[config.mk]
export PLATFORM = sky130hd
export DESIGN_NAME = lsb_stego_embed_extract_flat
export DESIGN_NICKNAME = d
export VERILOG_FILES = /design/src/hw/rtl/lse_pkg.sv /design/src/hw/rtl/lse_ifs.sv /design/src/hw/rtl/lse_cfg_regs.sv /design/src/hw/rtl/lse_core.sv /design/src/hw/rtl/lse_out_stage.sv /design/src/hw/rtl/lsb_stego_embed_extract.sv /design/src/flat_wrapper.sv
export VERILOG_INCLUDE_DIRS = /design/src /design/src/hw/rtl
export SDC_FILE = /design/constraint.sdc
export NUM_CORES = 1
export LEC_CHECK = 0
export BUFFER_PORTS_ARGS = -buffer_cell sky130_fd_sc_hd__buf_2
export CORE_ASPECT_RATIO = 1.5
export CORE_MARGIN = 2
export CORE_UTILIZATION = 28
export CTS_CLUSTER_DIAMETER = 100
export DETAILED_ROUTE_END_ITERATION = 8
export PLACE_DENSITY = 0.45
export SLEW_MARGIN = 0
export SYNTH_ARGS = -nofsm -noshare
export SYNTH_HDL_FRONTEND = slang
export SYNTH_SLANG_ARGS = --single-unit
export TNS_END_PERCENT = 1
[constraint.sdc]
create_clock -name clk -period 4.2 [get_ports clk]
set_input_delay 0.63 -clock clk [delete_from_list [all_inputs] [get_ports clk]]
set_output_delay 0.63 -clock clk [all_outputs]
set_load 0.01 [all_outputs]
[src/hw/rtl/lsb_stego_embed_extract_defines.svh]
// Assertion macros shared by the LSB stego block.
`ifndef LSB_STEGO_EMBED_EXTRACT_DEFINES_SVH
`define LSB_STEGO_EMBED_EXTRACT_DEFINES_SVH

// Same-cycle implication, disabled while in reset.
`define LSE_ASSERT_IMP(lbl, clk, rst, ante, cons, msg) \
  lbl: assert property (@(posedge clk) disable iff (rst) (ante) |-> (cons)) \
    else $error(msg);

// Next-cycle implication, disabled while in reset.
`define LSE_ASSERT_NXT(lbl, clk, rst, ante, cons, msg) \
  lbl: assert property (@(posedge clk) disable iff (rst) (ante) |=> (cons)) \
    else $error(msg);

`endif

[src/hw/rtl/lse_pkg.sv]
// Package for the LSB stego block: types, codes and chunk decode helpers.
package lse_pkg;

  // Trailer bytes appended to the extracted size.
  localparam int unsigned EXT_BYTES = 5;
  localparam logic [32:0] EXT_BYTES_W = 33'(EXT_BYTES);

  // Configuration register indexes.
  localparam logic [1:0] REG_BITS_SELECT  = 2'd0;
  localparam logic [1:0] REG_DIRECTION    = 2'd1;
  localparam logic [1:0] REG_CARRIER_SIZE = 2'd2;

  // Bits-per-carrier selector codes.
  localparam logic [1:0] SEL_ONE        = 2'd0;
  localparam logic [1:0] SEL_TWO        = 2'd1;
  localparam logic [1:0] SEL_FOUR       = 2'd2;
  localparam logic [1:0] SEL_FOUR_ALIAS = 2'd3;

  // Direction codes.
  localparam logic DIR_EMBED   = 1'b0;
  localparam logic DIR_EXTRACT = 1'b1;

  typedef enum logic [1:0] {
    KIND_STEGO   = 2'd0,
    KIND_HEADER  = 2'd1,
    KIND_PAYLOAD = 2'd2
  } kind_t;

  typedef enum logic [1:0] {
    PH_HEADER  = 2'd0,
    PH_PAYLOAD = 2'd1,
    PH_DONE    = 2'd2,
    PH_ERROR   = 2'd3
  } phase_t;

  typedef struct packed {
    logic [1:0]  bits_select;
    logic        direction;
    logic [31:0] carrier_size;
  } cfg_t;

  typedef struct packed {
    logic [7:0] out_byte;
    kind_t      byte_kind;
    logic       is_last;
    logic       size_error;
  } res_t;

  // Number of low carrier bits used per byte.
  function automatic logic [2:0] chunk_width(input logic [1:0] sel);
    logic [2:0] w;
    unique case (sel) inside
      SEL_ONE:                  w = 3'd1;
      SEL_TWO:                  w = 3'd2;
      SEL_FOUR, SEL_FOUR_ALIAS: w = 3'd4;
      default:                  w = 3'd4;
    endcase
    return w;
  endfunction

  // Mask of the low carrier bits used per byte.
  function automatic logic [7:0] chunk_mask(input logic [1:0] sel);
    logic [7:0] m;
    unique case (sel) inside
      SEL_ONE:                  m = 8'h01;
      SEL_TWO:                  m = 8'h03;
      SEL_FOUR, SEL_FOUR_ALIAS: m = 8'h0F;
      default:                  m = 8'h0F;
    endcase
    return m;
  endfunction

endpackage

[src/hw/rtl/lse_ifs.sv]
// Handshake interfaces for the carrier, result and configuration channels.
interface lse_in_if;
  logic       valid;
  logic       ready;
  logic [7:0] cover_byte;
  logic [7:0] payload_byte;
  logic       start_of_image;

  modport source (output valid, cover_byte, payload_byte, start_of_image,
                  input ready);
  modport sink (input valid, cover_byte, payload_byte, start_of_image,
                output ready);
endinterface

interface lse_out_if;
  logic       valid;
  logic       ready;
  logic [7:0] out_byte;
  logic [1:0] byte_kind;
  logic       is_last;
  logic       size_error;

  modport source (output valid, out_byte, byte_kind, is_last, size_error,
                  input ready);
  modport sink (input valid, out_byte, byte_kind, is_last, size_error,
                output ready);
endinterface

interface lse_cfg_if;
  logic        valid;
  logic        ready;
  logic [1:0]  index;
  logic [31:0] data;

  modport source (output valid, index, data, input ready);
  modport sink (input valid, index, data, output ready);
endinterface

[src/hw/rtl/lse_cfg_regs.sv]
// Configuration register file: bits_select, direction, carrier_size.
module lse_cfg_regs
  import lse_pkg::*;
(
  input  logic      clk,
  input  logic      rst,
  lse_cfg_if.sink   cfg,
  output cfg_t      regs
);

  logic wr;

  // Writes are always taken; unknown indexes are dropped
  assign cfg.ready = 1'b1;
  assign wr        = cfg.valid;

  always_ff @(posedge clk) begin
    if (rst) begin
      regs <= '0;
    end else if (wr) begin
      unique case (cfg.index)
        REG_BITS_SELECT:  regs.bits_select  <= cfg.data[1:0];
        REG_DIRECTION:    regs.direction    <= cfg.data[0];
        REG_CARRIER_SIZE: regs.carrier_size <= cfg.data;
        default: ;
      endcase
    end
  end

endmodule

[src/hw/rtl/lse_core.sv]
// Embed/extract datapath: stream state and per-word result computation.
module lse_core
  import lse_pkg::*;
`include "lsb_stego_embed_extract_defines.svh"
(
  input  logic       clk,
  input  logic       rst,
  input  cfg_t       regs,
  input  logic       fire,
  input  logic [7:0] cover_byte,
  input  logic [7:0] payload_byte,
  input  logic       start_of_image,
  output logic       push,
  output res_t       res
);

  // Stream state
  logic [2:0]  chunk_offset, chunk_offset_next;
  logic [7:0]  held_payload, held_payload_next;
  logic [7:0]  gather_byte, gather_byte_next;
  logic [2:0]  header_count, header_count_next;
  logic [31:0] size_value, size_value_next;
  logic [32:0] bytes_left, bytes_left_next;
  phase_t      phase, phase_next;

  // Working values
  logic [2:0]  n;
  logic [7:0]  mask;
  logic [2:0]  off_b;
  logic [7:0]  gath_b;
  logic [2:0]  hc_b;
  logic [31:0] size_b;
  logic [32:0] bl_b;
  phase_t      ph_b;
  logic [3:0]  off_sum;
  logic        complete;
  logic [3:0]  rshift;
  logic [7:0]  held_sel;
  logic [7:0]  held_shl;
  logic [7:0]  chunk;
  logic [7:0]  gbits;
  logic [7:0]  gath_new;
  logic [31:0] size_new;
  logic [2:0]  hc_new;
  logic [32:0] bl_sum;
  logic [32:0] bl_dec;

  // Restart on start of image applies before the word is processed
  assign n        = chunk_width(regs.bits_select);
  assign mask     = chunk_mask(regs.bits_select);
  assign off_b    = start_of_image ? 3'd0 : chunk_offset;
  assign gath_b   = start_of_image ? 8'd0 : gather_byte;
  assign hc_b     = start_of_image ? 3'd0 : header_count;
  assign size_b   = start_of_image ? 32'd0 : size_value;
  assign bl_b     = start_of_image ? 33'd0 : bytes_left;
  assign ph_b     = start_of_image ? PH_HEADER : phase;
  assign off_sum  = {1'b0, off_b} + {1'b0, n};
  assign complete = off_sum[3];
  assign rshift   = 4'd8 - {1'b0, n};

  // Embed: take the next chunk of the held byte, MSB first
  assign held_sel = (off_b == 3'd0) ? payload_byte : held_payload;
  assign held_shl = held_sel << off_b;
  assign chunk    = held_shl >> rshift;

  // Extract: place the carrier chunk below the bits gathered so far
  assign gbits    = (cover_byte & mask) << rshift;
  assign gath_new = gath_b | (gbits >> off_b);
  assign size_new = {size_b[23:0], gath_new};
  assign hc_new   = hc_b + 3'd1;
  assign bl_sum   = {1'b0, size_new} + EXT_BYTES_W;
  assign bl_dec   = bl_b - 33'd1;

  // Next state and result
  always_comb begin
    chunk_offset_next = chunk_offset;
    held_payload_next = held_payload;
    gather_byte_next  = gather_byte;
    header_count_next = header_count;
    size_value_next   = size_value;
    bytes_left_next   = bytes_left;
    phase_next        = phase;
    push              = 1'b0;
    res               = '0;
    if (fire) begin
      gather_byte_next  = gath_b;
      header_count_next = hc_b;
      size_value_next   = size_b;
      bytes_left_next   = bl_b;
      phase_next        = ph_b;
      if (regs.direction == DIR_EMBED) begin
        held_payload_next = held_sel;
        chunk_offset_next = complete ? 3'd0 : off_sum[2:0];
        push              = 1'b1;
        res.out_byte      = (cover_byte & ~mask) | (chunk & mask);
        res.byte_kind     = KIND_STEGO;
      end else if (!complete) begin
        chunk_offset_next = off_sum[2:0];
        gather_byte_next  = gath_new;
      end else begin
        chunk_offset_next = 3'd0;
        gather_byte_next  = 8'd0;
        unique case (ph_b)
          PH_HEADER: begin
            size_value_next   = size_new;
            header_count_next = hc_new;
            push              = 1'b1;
            res.out_byte      = gath_new;
            res.byte_kind     = KIND_HEADER;
            if (hc_new >= 3'd4) begin
              if (size_new >= regs.carrier_size) begin
                res.size_error = 1'b1;
                phase_next     = PH_ERROR;
              end else begin
                bytes_left_next = bl_sum;
                phase_next      = (bl_sum == 33'd0) ? PH_DONE : PH_PAYLOAD;
              end
            end
          end
          PH_PAYLOAD: begin
            bytes_left_next = bl_dec;
            push            = 1'b1;
            res.out_byte    = gath_new;
            res.byte_kind   = KIND_PAYLOAD;
            res.is_last     = (bl_dec == 33'd0);
            if (bl_dec == 33'd0) begin
              phase_next = PH_DONE;
            end
          end
          PH_DONE, PH_ERROR: ;
        endcase
      end
    end
  end

  // State registers
  always_ff @(posedge clk) begin
    if (rst) begin
      chunk_offset <= '0;
      held_payload <= '0;
      gather_byte  <= '0;
      header_count <= '0;
      size_value   <= '0;
      bytes_left   <= '0;
      phase        <= PH_HEADER;
    end else begin
      chunk_offset <= chunk_offset_next;
      held_payload <= held_payload_next;
      gather_byte  <= gather_byte_next;
      header_count <= header_count_next;
      size_value   <= size_value_next;
      bytes_left   <= bytes_left_next;
      phase        <= phase_next;
    end
  end

  // Checks
  `LSE_ASSERT_IMP(a_last_is_payload, clk, rst, push && res.is_last, res.byte_kind == KIND_PAYLOAD, "is_last on non-payload word")
  `LSE_ASSERT_NXT(a_err_to_phase, clk, rst, push && res.size_error, phase == PH_ERROR, "size error did not stop extraction")
  `LSE_ASSERT_IMP(a_payload_left, clk, rst, phase == PH_PAYLOAD, bytes_left != 33'd0, "payload phase with nothing left")
  `LSE_ASSERT_IMP(a_embed_pushes, clk, rst, fire && (regs.direction == DIR_EMBED), push, "embed word gave no result")

endmodule

[src/hw/rtl/lse_out_stage.sv]
// Result register driving the output channel.
module lse_out_stage
  import lse_pkg::*;
(
  input  logic        clk,
  input  logic        rst,
  input  logic        push,
  input  res_t        res,
  output logic        can_take,
  lse_out_if.source   result
);

  logic valid, valid_next;
  res_t data;

  // Room for a new word when empty or the held word leaves now
  assign can_take   = !valid || result.ready;
  assign valid_next = push ? 1'b1 : (result.ready ? 1'b0 : valid);

  always_ff @(posedge clk) begin
    if (rst) begin
      valid <= 1'b0;
    end else begin
      valid <= valid_next;
    end
  end

  always_ff @(posedge clk) begin
    if (push) begin
      data <= res;
    end
  end

  assign result.valid      = valid;
  assign result.out_byte   = data.out_byte;
  assign result.byte_kind  = data.byte_kind;
  assign result.is_last    = data.is_last;
  assign result.size_error = data.size_error;

endmodule

[src/hw/rtl/lsb_stego_embed_extract.sv]
// LSB steganography embed/extract block, top level.
//
// Channels: "carrier" takes one carrier byte per word with a payload byte and
// a start_of_image flag; "result" gives stego bytes (embed) or recovered
// header and payload bytes (extract); "cfg" writes bits_select (index 0),
// direction (1) and carrier_size (2) and is always ready; the user must write
// cfg only while idle, which the block does not enforce. Embed gives one
// result word per carrier word. Extract gives one word per completed byte:
// four big-endian size bytes, then size + 5 payload bytes with is_last on the
// final one, or size_error on the fourth header byte and nothing more until
// the next start_of_image. A result is valid in the cycle after its carrier
// word is taken. Throughput: one carrier word per cycle; the single result
// register sets this, and carrier.ready stays high while that register is
// empty or its word is being taken in the same cycle.
// When the receiver stalls, the result word holds and the carrier channel
// stalls with it once the result register is full.
// Reset (rst, synchronous) clears the configuration registers, the stream state
// and the result valid; start_of_image restarts chunk and header parsing.
module lsb_stego_embed_extract
  import lse_pkg::*;
(
  input  logic       clk,
  input  logic       rst,
  lse_cfg_if.sink    cfg,
  lse_in_if.sink     carrier,
  lse_out_if.source  result
);

  cfg_t regs;
  logic fire;
  logic push;
  logic can_take;
  res_t res;

  assign carrier.ready = can_take;
  assign fire          = carrier.valid && can_take;

  lse_cfg_regs u_cfg (
    .clk  (clk),
    .rst  (rst),
    .cfg  (cfg),
    .regs (regs)
  );

  lse_core u_core (
    .clk            (clk),
    .rst            (rst),
    .regs           (regs),
    .fire           (fire),
    .cover_byte     (carrier.cover_byte),
    .payload_byte   (carrier.payload_byte),
    .start_of_image (carrier.start_of_image),
    .push           (push),
    .res            (res)
  );

  lse_out_stage u_out (
    .clk      (clk),
    .rst      (rst),
    .push     (push),
    .res      (res),
    .can_take (can_take),
    .result   (result)
  );

endmodule
[src/flat_wrapper.sv]
// flat-port wrapper written by rule: the top's interface ports become plain ports
module lsb_stego_embed_extract_flat import lse_pkg::*;
  (clk, rst, cfg_valid, cfg_index, cfg_data, cfg_ready, carrier_valid, carrier_cover_byte, carrier_payload_byte, carrier_start_of_image, carrier_ready, result_valid, result_out_byte, result_byte_kind, result_is_last, result_size_error, result_ready);
  lse_cfg_if cfg_i ();
  lse_in_if carrier_i ();
  lse_out_if result_i ();
  input  logic clk;
  input  logic rst;
  input wire logic [$bits(cfg_i.valid)-1:0] cfg_valid;
  input wire logic [$bits(cfg_i.index)-1:0] cfg_index;
  input wire logic [$bits(cfg_i.data)-1:0] cfg_data;
  output wire logic [$bits(cfg_i.ready)-1:0] cfg_ready;
  input wire logic [$bits(carrier_i.valid)-1:0] carrier_valid;
  input wire logic [$bits(carrier_i.cover_byte)-1:0] carrier_cover_byte;
  input wire logic [$bits(carrier_i.payload_byte)-1:0] carrier_payload_byte;
  input wire logic [$bits(carrier_i.start_of_image)-1:0] carrier_start_of_image;
  output wire logic [$bits(carrier_i.ready)-1:0] carrier_ready;
  output wire logic [$bits(result_i.valid)-1:0] result_valid;
  output wire logic [$bits(result_i.out_byte)-1:0] result_out_byte;
  output wire logic [$bits(result_i.byte_kind)-1:0] result_byte_kind;
  output wire logic [$bits(result_i.is_last)-1:0] result_is_last;
  output wire logic [$bits(result_i.size_error)-1:0] result_size_error;
  input wire logic [$bits(result_i.ready)-1:0] result_ready;
  assign cfg_i.valid = cfg_valid;
  assign cfg_i.index = cfg_index;
  assign cfg_i.data = cfg_data;
  assign cfg_ready = cfg_i.ready;
  assign carrier_i.valid = carrier_valid;
  assign carrier_i.cover_byte = carrier_cover_byte;
  assign carrier_i.payload_byte = carrier_payload_byte;
  assign carrier_i.start_of_image = carrier_start_of_image;
  assign carrier_ready = carrier_i.ready;
  assign result_valid = result_i.valid;
  assign result_out_byte = result_i.out_byte;
  assign result_byte_kind = result_i.byte_kind;
  assign result_is_last = result_i.is_last;
  assign result_size_error = result_i.size_error;
  assign result_i.ready = result_ready;
  lsb_stego_embed_extract u_core (.clk(clk), .rst(rst), .cfg(cfg_i), .carrier(carrier_i), .result(result_i));
endmodule
# Yosys cells after proc, flatten, opt, wreduce, memory -nomap -nowiden
# Index checks and enable logic that the tools add are counted.
[word_totals]
register_bits = 137
in_bits = 56
out_inout_bits = 15
[op_classes]
add_sub_neg = 5
n_lt_le_gt_ge = 2
n_eq_ne = 4
n_shift = 4
mux = 43
n_bitwise = 7
n_reduce_logical = 18
[op_table]
columns = ["cell", "count"]
rows = [
  ["$mux W33", 5],
  ["$mux W32", 4],
  ["$logic_not A33 Y1", 2],
  ["$pmux W33 S2", 1],
  ["$add A32 B3 Y33 const B", 1],
  ["$sub A33 B1 Y33 const B", 1],
  ["$ge A32 B32 Y1", 1],
  ["$mux W8", 4],
  ["$and A8 B8 Y8", 3],
  ["$pmux W10 S2", 1],
  ["$mux W3", 6],
  ["$or A8 B8 Y8", 2],
  ["$mux W2", 7],
  ["$mux W12", 1],
  ["$mux W1", 10],
  ["$mux W10", 1],
  ["$not A8 Y8", 1],
  ["$pmux W4 S2", 1],
  ["$reduce_and A2 Y1", 4],
  ["$shl A8 B3 Y8", 1],
  ["$shl A8 B4 Y8", 1],
  ["$shr A8 B3 Y8", 1],
  ["$shr A8 B4 Y8", 1],
  ["$eq A2 B1 Y1 const B", 3],
  ["other kinds (18)", 20],
]

# Depth between registers and ports, before layout
[depth]
ltp_word = 14
mapped_depth = 22

# Hierarchy
# A second synthesis with hierarchy kept.
[hier_totals]
cells_unflattened = 1297
hier_area_um2 = 9984.6
[modules_own_cells]
columns = ["mod", "n_inst", "cells_per_inst", "area_per_inst_um2", "seq_area_each_um2"]
rows = [
  ["lse_core", 1, 1127, 7966.4, 1621.6],
  ["lse_cfg_regs", 1, 153, 1605.3, 700.7],
  ["lse_out_stage", 1, 16, 406.6, 380.4],
  ["lsb_stego_embed_extract", 1, 1, 6.3, 0.0],
]

# Worst setup path after synthesis
# OpenSTA, ideal clock, no wires.
[synth_timing]
kind = "input port to flip-flop"
startpoint = "input port carrier_start_of_image"
endpoint = "register u_core.u_core.bytes_left[18]"
setup_time_ns = 0.132
arrival_ns = 4.268
slack_ns = -0.200
path_stages = 20
cell_sequence = "buf_4 > buf_2 > buf_2 > buf_2 > buf_1 > nor2_1 > ha_1 > a21o_1 > a21o_1 > a21oi_1 > o21ai_0 > a21oi_1 > or4b_2 > nand3_1 > clkbuf_1 > clkbuf_1 > nor2_1 > a31o_1 > o211ai_1 > a21oi_1"
[synth_via]
elab_chain_cells = 9
word_cells_on_any_way = 21
classes_between = "add/sub: 4; order compare: 2; eq/ne: 1; shift: 1; mux: 11; bitwise: 1; reduce/logical: 1"
[synth_rtl]
columns = ["element", "line", "source"]
rows = [
  ["from (decl)", "flat_wrapper.sv:16", "input wire logic [$bits(carrier_i.start_of_image)-1:0] carrier_start_of_image;"],
  ["$mux W3", "lse_core.sv:51", "assign off_b = start_of_image ? 3'd0 : chunk_offset;"],
  ["$shr A8 B3 Y8", "lse_core.sv:68", "assign gath_new = gath_b | (gbits >> off_b);"],
  ["$or A8 B8 Y8", "lse_core.sv:68", ""],
  ["$add A32 B3 Y33 / $ge A32 B32 Y1 (equally long branches)", "lse_core.sv:71, lse_core.sv:111", ""],
  ["$mux W33", "lse_core.sv:111", "if (size_new >= regs.carrier_size) begin"],
  ["$mux W33", "lse_core.sv:110", "if (hc_new >= 3'd4) begin"],
  ["$pmux W33 S2", "lse_core.sv:103", "unique case (ph_b)"],
  ["$mux W33", "lse_core.sv:97", "end else if (!complete) begin"],
  ["$mux W33 *", "lse_core.sv:91", "if (regs.direction == DIR_EMBED) begin"],
  ["to (signal assigned)", "lse_core.sv:152", "bytes_left <= bytes_left_next;"],
  ["to (decl)", "lse_core.sv:23", "logic [32:0] bytes_left, bytes_left_next;"],
]
# Mark *: on every way between the ends. The rest lies on a longest branch, timed or not.
# A chain may end at the register's enable or synchronous reset.

# Worst setup path in the final report
[layout_timing]
startpoint = "register u_core.u_core.chunk_offset[1]"
endpoint = "register u_core.u_core.bytes_left[25]"
[layout_via]
elab_chain_cells = 9
word_cells_on_any_way = 11
classes_between = "add/sub: 2; order compare: 1; shift: 1; mux: 6; bitwise: 1"
[layout_rtl]
columns = ["element", "line", "source"]
rows = [
  ["from (decl)", "lse_core.sv:18", "logic [2:0] chunk_offset, chunk_offset_next;"],
  ["from (signal assigned)", "lse_core.sv:147", "chunk_offset <= chunk_offset_next;"],
  ["$mux W3 *", "lse_core.sv:51", ""],
  ["$shr A8 B3 Y8", "lse_core.sv:68", ""],
  ["$or A8 B8 Y8", "lse_core.sv:68", ""],
  ["$add A32 B3 Y33 / $ge A32 B32 Y1 (equally long branches)", "lse_core.sv:71, lse_core.sv:111", ""],
  ["$mux W33", "lse_core.sv:111", ""],
  ["$mux W33", "lse_core.sv:110", ""],
  ["$pmux W33 S2", "lse_core.sv:103", ""],
  ["$mux W33 *", "lse_core.sv:97", ""],
  ["$mux W33 *", "lse_core.sv:91", ""],
]
# Marked as above.

==> summary.txt <==
Status
  • Status: completed

Global route
  • Largest net degree at the start of global routing: 53
  • Initial antenna violation count: 0
  • Grt peak-use layer: met2
  • Met2 Usage GRT: 37.0%
  • Global Route Usage Sum: 20.8%
  • M3 GR Usage: 2.88%
  • Vias in the first global route: 9870
  • Met1 usage: 23.6%
  • First-pass GRT wire length: 57.1 mm
  • Global route overflow: 0

Die
  • Starting Density: 28.5%
  • Die H: 230 um
  • Chip width: 155 um
  • Core ar.: 33400 um2
  • Ports: 71
  • # rows: 82
  • Die ar.: 35600 um2

Layout
  • Fin cells: 1865
  • Area occupied by multi-input gates: 6240 um2
  • Nets@finish: 1528
  • Area growth, synth to finish: 24.5%
  • # fillers: 3603
  • FF+latch area: 2710 um2
  • Diode count: 0
  • Layout cells sized above 1: 20.8%

Detailed routing
  • Iter 0 DRT Violations: 749
  • Drt pass-1 iters: 6
  • Vias per std cell: 5.44
  • DRT Wirelength: 36.7 mm
  • Remaining DRCs: 0
  • Vias: 10100
  • Antenna Nets Post-Route: 0
  • Routed len/inst: 19.7 um

Worst setup path
  • Crit path DAT: 4310 ps
  • Largest fanout on the critical path: 9
  • Crit. End Element: flop
  • Setup crit start kind: flop
  • Worst EP required: 4540 ps
  • WS Path Type: reg -> reg

Power and ir drop
  • Int Pwr: 2.47 mW
  • Register share of total power: 38.6%
  • LEAKAGE: 4.70 nW
  • VDD IR max: 309 uV
  • Sw Ratio: 26.0%
  • NetSw: 0.868 mW
  • Fraction of power consumed by combinational cells: 11.6%
  • Pwr/cell area: 281 nW/um2
  • Clock power frac: 49.8%

Clock network
  • Clk sinks: 129
  • CTS Buf Count: 17
  • CTS Buffer Depth: 2
  • Skew-Pair Late Insertion Delay: 450 ps
  • Clk root buf: clkbuf_16
  • CTS tree: yes
  • Cts-stage hold buffer count: 0
  • Post-CTS Setup Bufs: 0
  • H-tree depth: 4
  • Clk pin slew, worst setup/hold paths: 60 ps

STA
  • Clock Skew: 9.60 ps
  • Minimum clock period: 3970 ps
  • Fin. max-slew vios: 0
  • Unrepaired setup endpoints after global routing: yes
  • Worst Max-Slew Pin Slew: 1080 ps
  • Hold_ws: 412 ps
  • Setup TNS: 0 ps
  • Setup violators final: 0
  • Max-slew headroom: 28.2%
  • Fin crit share: 94.6%
  • Final Hold Vio Count: 0
  • Fmax achieved: 252 MHz

Placement
  • Port Buffers: 69
  • Placed cells: 1833
  • Final Wtd Congestion: 0.902
  • DP HPWL: 28.3 mm

Synthesis
  • Post-synthesis register bit count: 129
  • Number of synthesized flops with an enable pin: 12
  • Syn Nets: 1376
  • Sequential fraction of the synthesis area: 28.4%
  • Cell variety after synth: 91
  • Synth Cell Area: 9530 um2
  • Async SR Flop Fraction: 0%
  • Syn Inst Count: 1280
  • Average size of a mapped cell: 7.45 um2
  • Synthesis warning total: 0
  • Ys flop type: dfxtp_1

Run
  • # Max-Cap Violations: 0

Min path
  • Worst Hold Class: in -> reg
==> cell type report <==
class | count | share of cell area (%)
Timing Repair Buffer | 225 | 13.0
Clock buffer | 18 | 3.62
Inverter | 59 | 1.89
Multi-Input combinational cell | 1000 | 52.5
Sequential cell | 129 | 22.8
Clock inverter | 14 | 1.78
Tap cell | 420 | 4.43
==> path summary, 6_finish.rpt <==
check | startpoint | end | slack [ps] | cells after the start
worst max-delay path | u_core.u_core.chunk_offset[1] | u_core.u_core.bytes_left[25] | 230 | 17
worst min-delay path | cfg_data[11] | u_core.u_cfg.regs[11] | 410 | 3
worst max register to register | u_core.u_core.chunk_offset[1] | u_core.u_core.bytes_left[25] | 230 | 17
worst min register to register | u_core.u_cfg.regs[8] | u_core.u_cfg.regs[8] | 450 | 2
==> timing repair <==
item | in CTS | in global routing
hold endpoints to repair | 0 | 0
endpoints found under the setup margin | 0 | 33
resized for setup | 0 | 10
==> power groups by stage <==
stage / Sequential, mW / Combinational (mW) / Clock, mW
floorplan: 1.31 / 0.218 / 0
global placement: 1.32 / 0.386 / 0
detailed placement: 1.32 / 0.386 / 0
CTS: 1.29 / 0.387 / 1.70
global route: 1.29 / 0.423 / 1.74
finish: 1.29 / 0.387 / 1.67
==> cell usage after synthesis, types with 21 or more instances <==
master / instances / area, um2
a22oi_1: 37 / 278
o21ai_0: 65 / 325
clkbuf_1: 61 / 229
nor2b_1: 38 / 238
nor3_1: 41 / 205
nand4_1: 21 / 131
mux2i_1: 30 / 300
a21oi_1: 130 / 651
nand2_1: 167 / 627
dfxtp_1: 117 / 2340
nand3_1: 35 / 175
ha_1: 39 / 488
xnor2_1: 26 / 228
nor2_1: 111 / 417
inv_1: 57 / 214
==> layer usage <==
layer | vias to the layer above | wire length [um]
met5 | - | 0
met4 | 0 | 2040
met3 | 90 | 1250
met2 | 283 | 18500
met1 | 4850 | 14900
li1 | 4918 | -
==> kinds of logic after synthesis <==
group / Yosys count / share of synthesized area [%]
simple gates: 512 / 27.0
compound gates: 368 / 24.8
flops: 129 / 28.4
xor+xnor: 41 / 3.77
mux: 38 / 4.24
fa+ha+maj: 40 / 5.33
other cells: 1 / 0.0393
buf+inv: 151 / 6.47
==> registers in the layout, indices dropped and copies added (netlist names) <==
| name | count |
|---|---|
| u_core.u_core.header_count | 3 |
| u_core.u_core.chunk_offset | 3 |
| u_core.u_cfg.regs | 35 |
| u_core.u_core.gather_byte | 8 |
| u_core.u_out.result.size_error | 1 |
| u_core.u_core.size_value | 24 |
| u_core.u_core.bytes_left | 33 |
| u_core.u_out.result.out_byte | 8 |
| u_core.u_out.result.byte_kind | 2 |
| u_core.u_core.phase | 2 |
| u_core.u_out.result.is_last | 1 |
| u_core.u_out.result.valid | 1 |
| u_core.u_core.held_payload | 8 |
==> stage by stage <==
step                      worst slack, ps  power (mW)  utilization, %  cell area, um2
after global routing                -22.5        3.46            35.5           11900
after global placement               -195        1.70            33.5           11200
after detailed placement             -143        1.70            33.5           11200
after CTS                            78.3        3.37            35.4           11800
after floorplan                     -25.7        1.53               -            9540
final                                 226        3.34            35.5           11900
==> worst max-delay path, cell delays in order (launching register included) <==
cell and delay (ps):
dfxtp_1 520, nand2b_2 150, o31ai_1 440, a311o_1 280
ha_1 250, a2111o_1 400, a31oi_1 140, o21ai_1 100
buf_4 130, a21oi_1 170, or4b_4 180, nand3_1 90
buf_4 210, buf_4 170, and3_1 180, a21oi_1 120
o22ai_1 110, a32o_1 220
==> layout by cell type, fill, tap and decap left out, types with 8 or more instances in the layout <==
cell       synthesis  routed
nand2_1          167     167
buf_4              6     156
a21oi_1          130     129
dfxtp_1          117     116
nor2_1           111     110
buf_2             14      67
o21ai_0           65      63
inv_1             57      57
nor3_1            41      41
ha_1              39      39
nor2b_1           38      37
a22oi_1           37      37
nand3_1           35      35
mux2i_1           30      30
xnor2_1           26      26
nand4_1           21      21
clkbuf_16          0      17
a21o_1            16      16
and3_1            16      15
xor2_1            15      15
a31oi_1           14      14
nand2b_1          13      13
nor4_1            13      13
o22ai_1           12      12
o211ai_1          12      12
edfxtp_1          12      12
nor4_2             9       9
o21ai_1            7       8
Power figures use the tool's default switching activity.
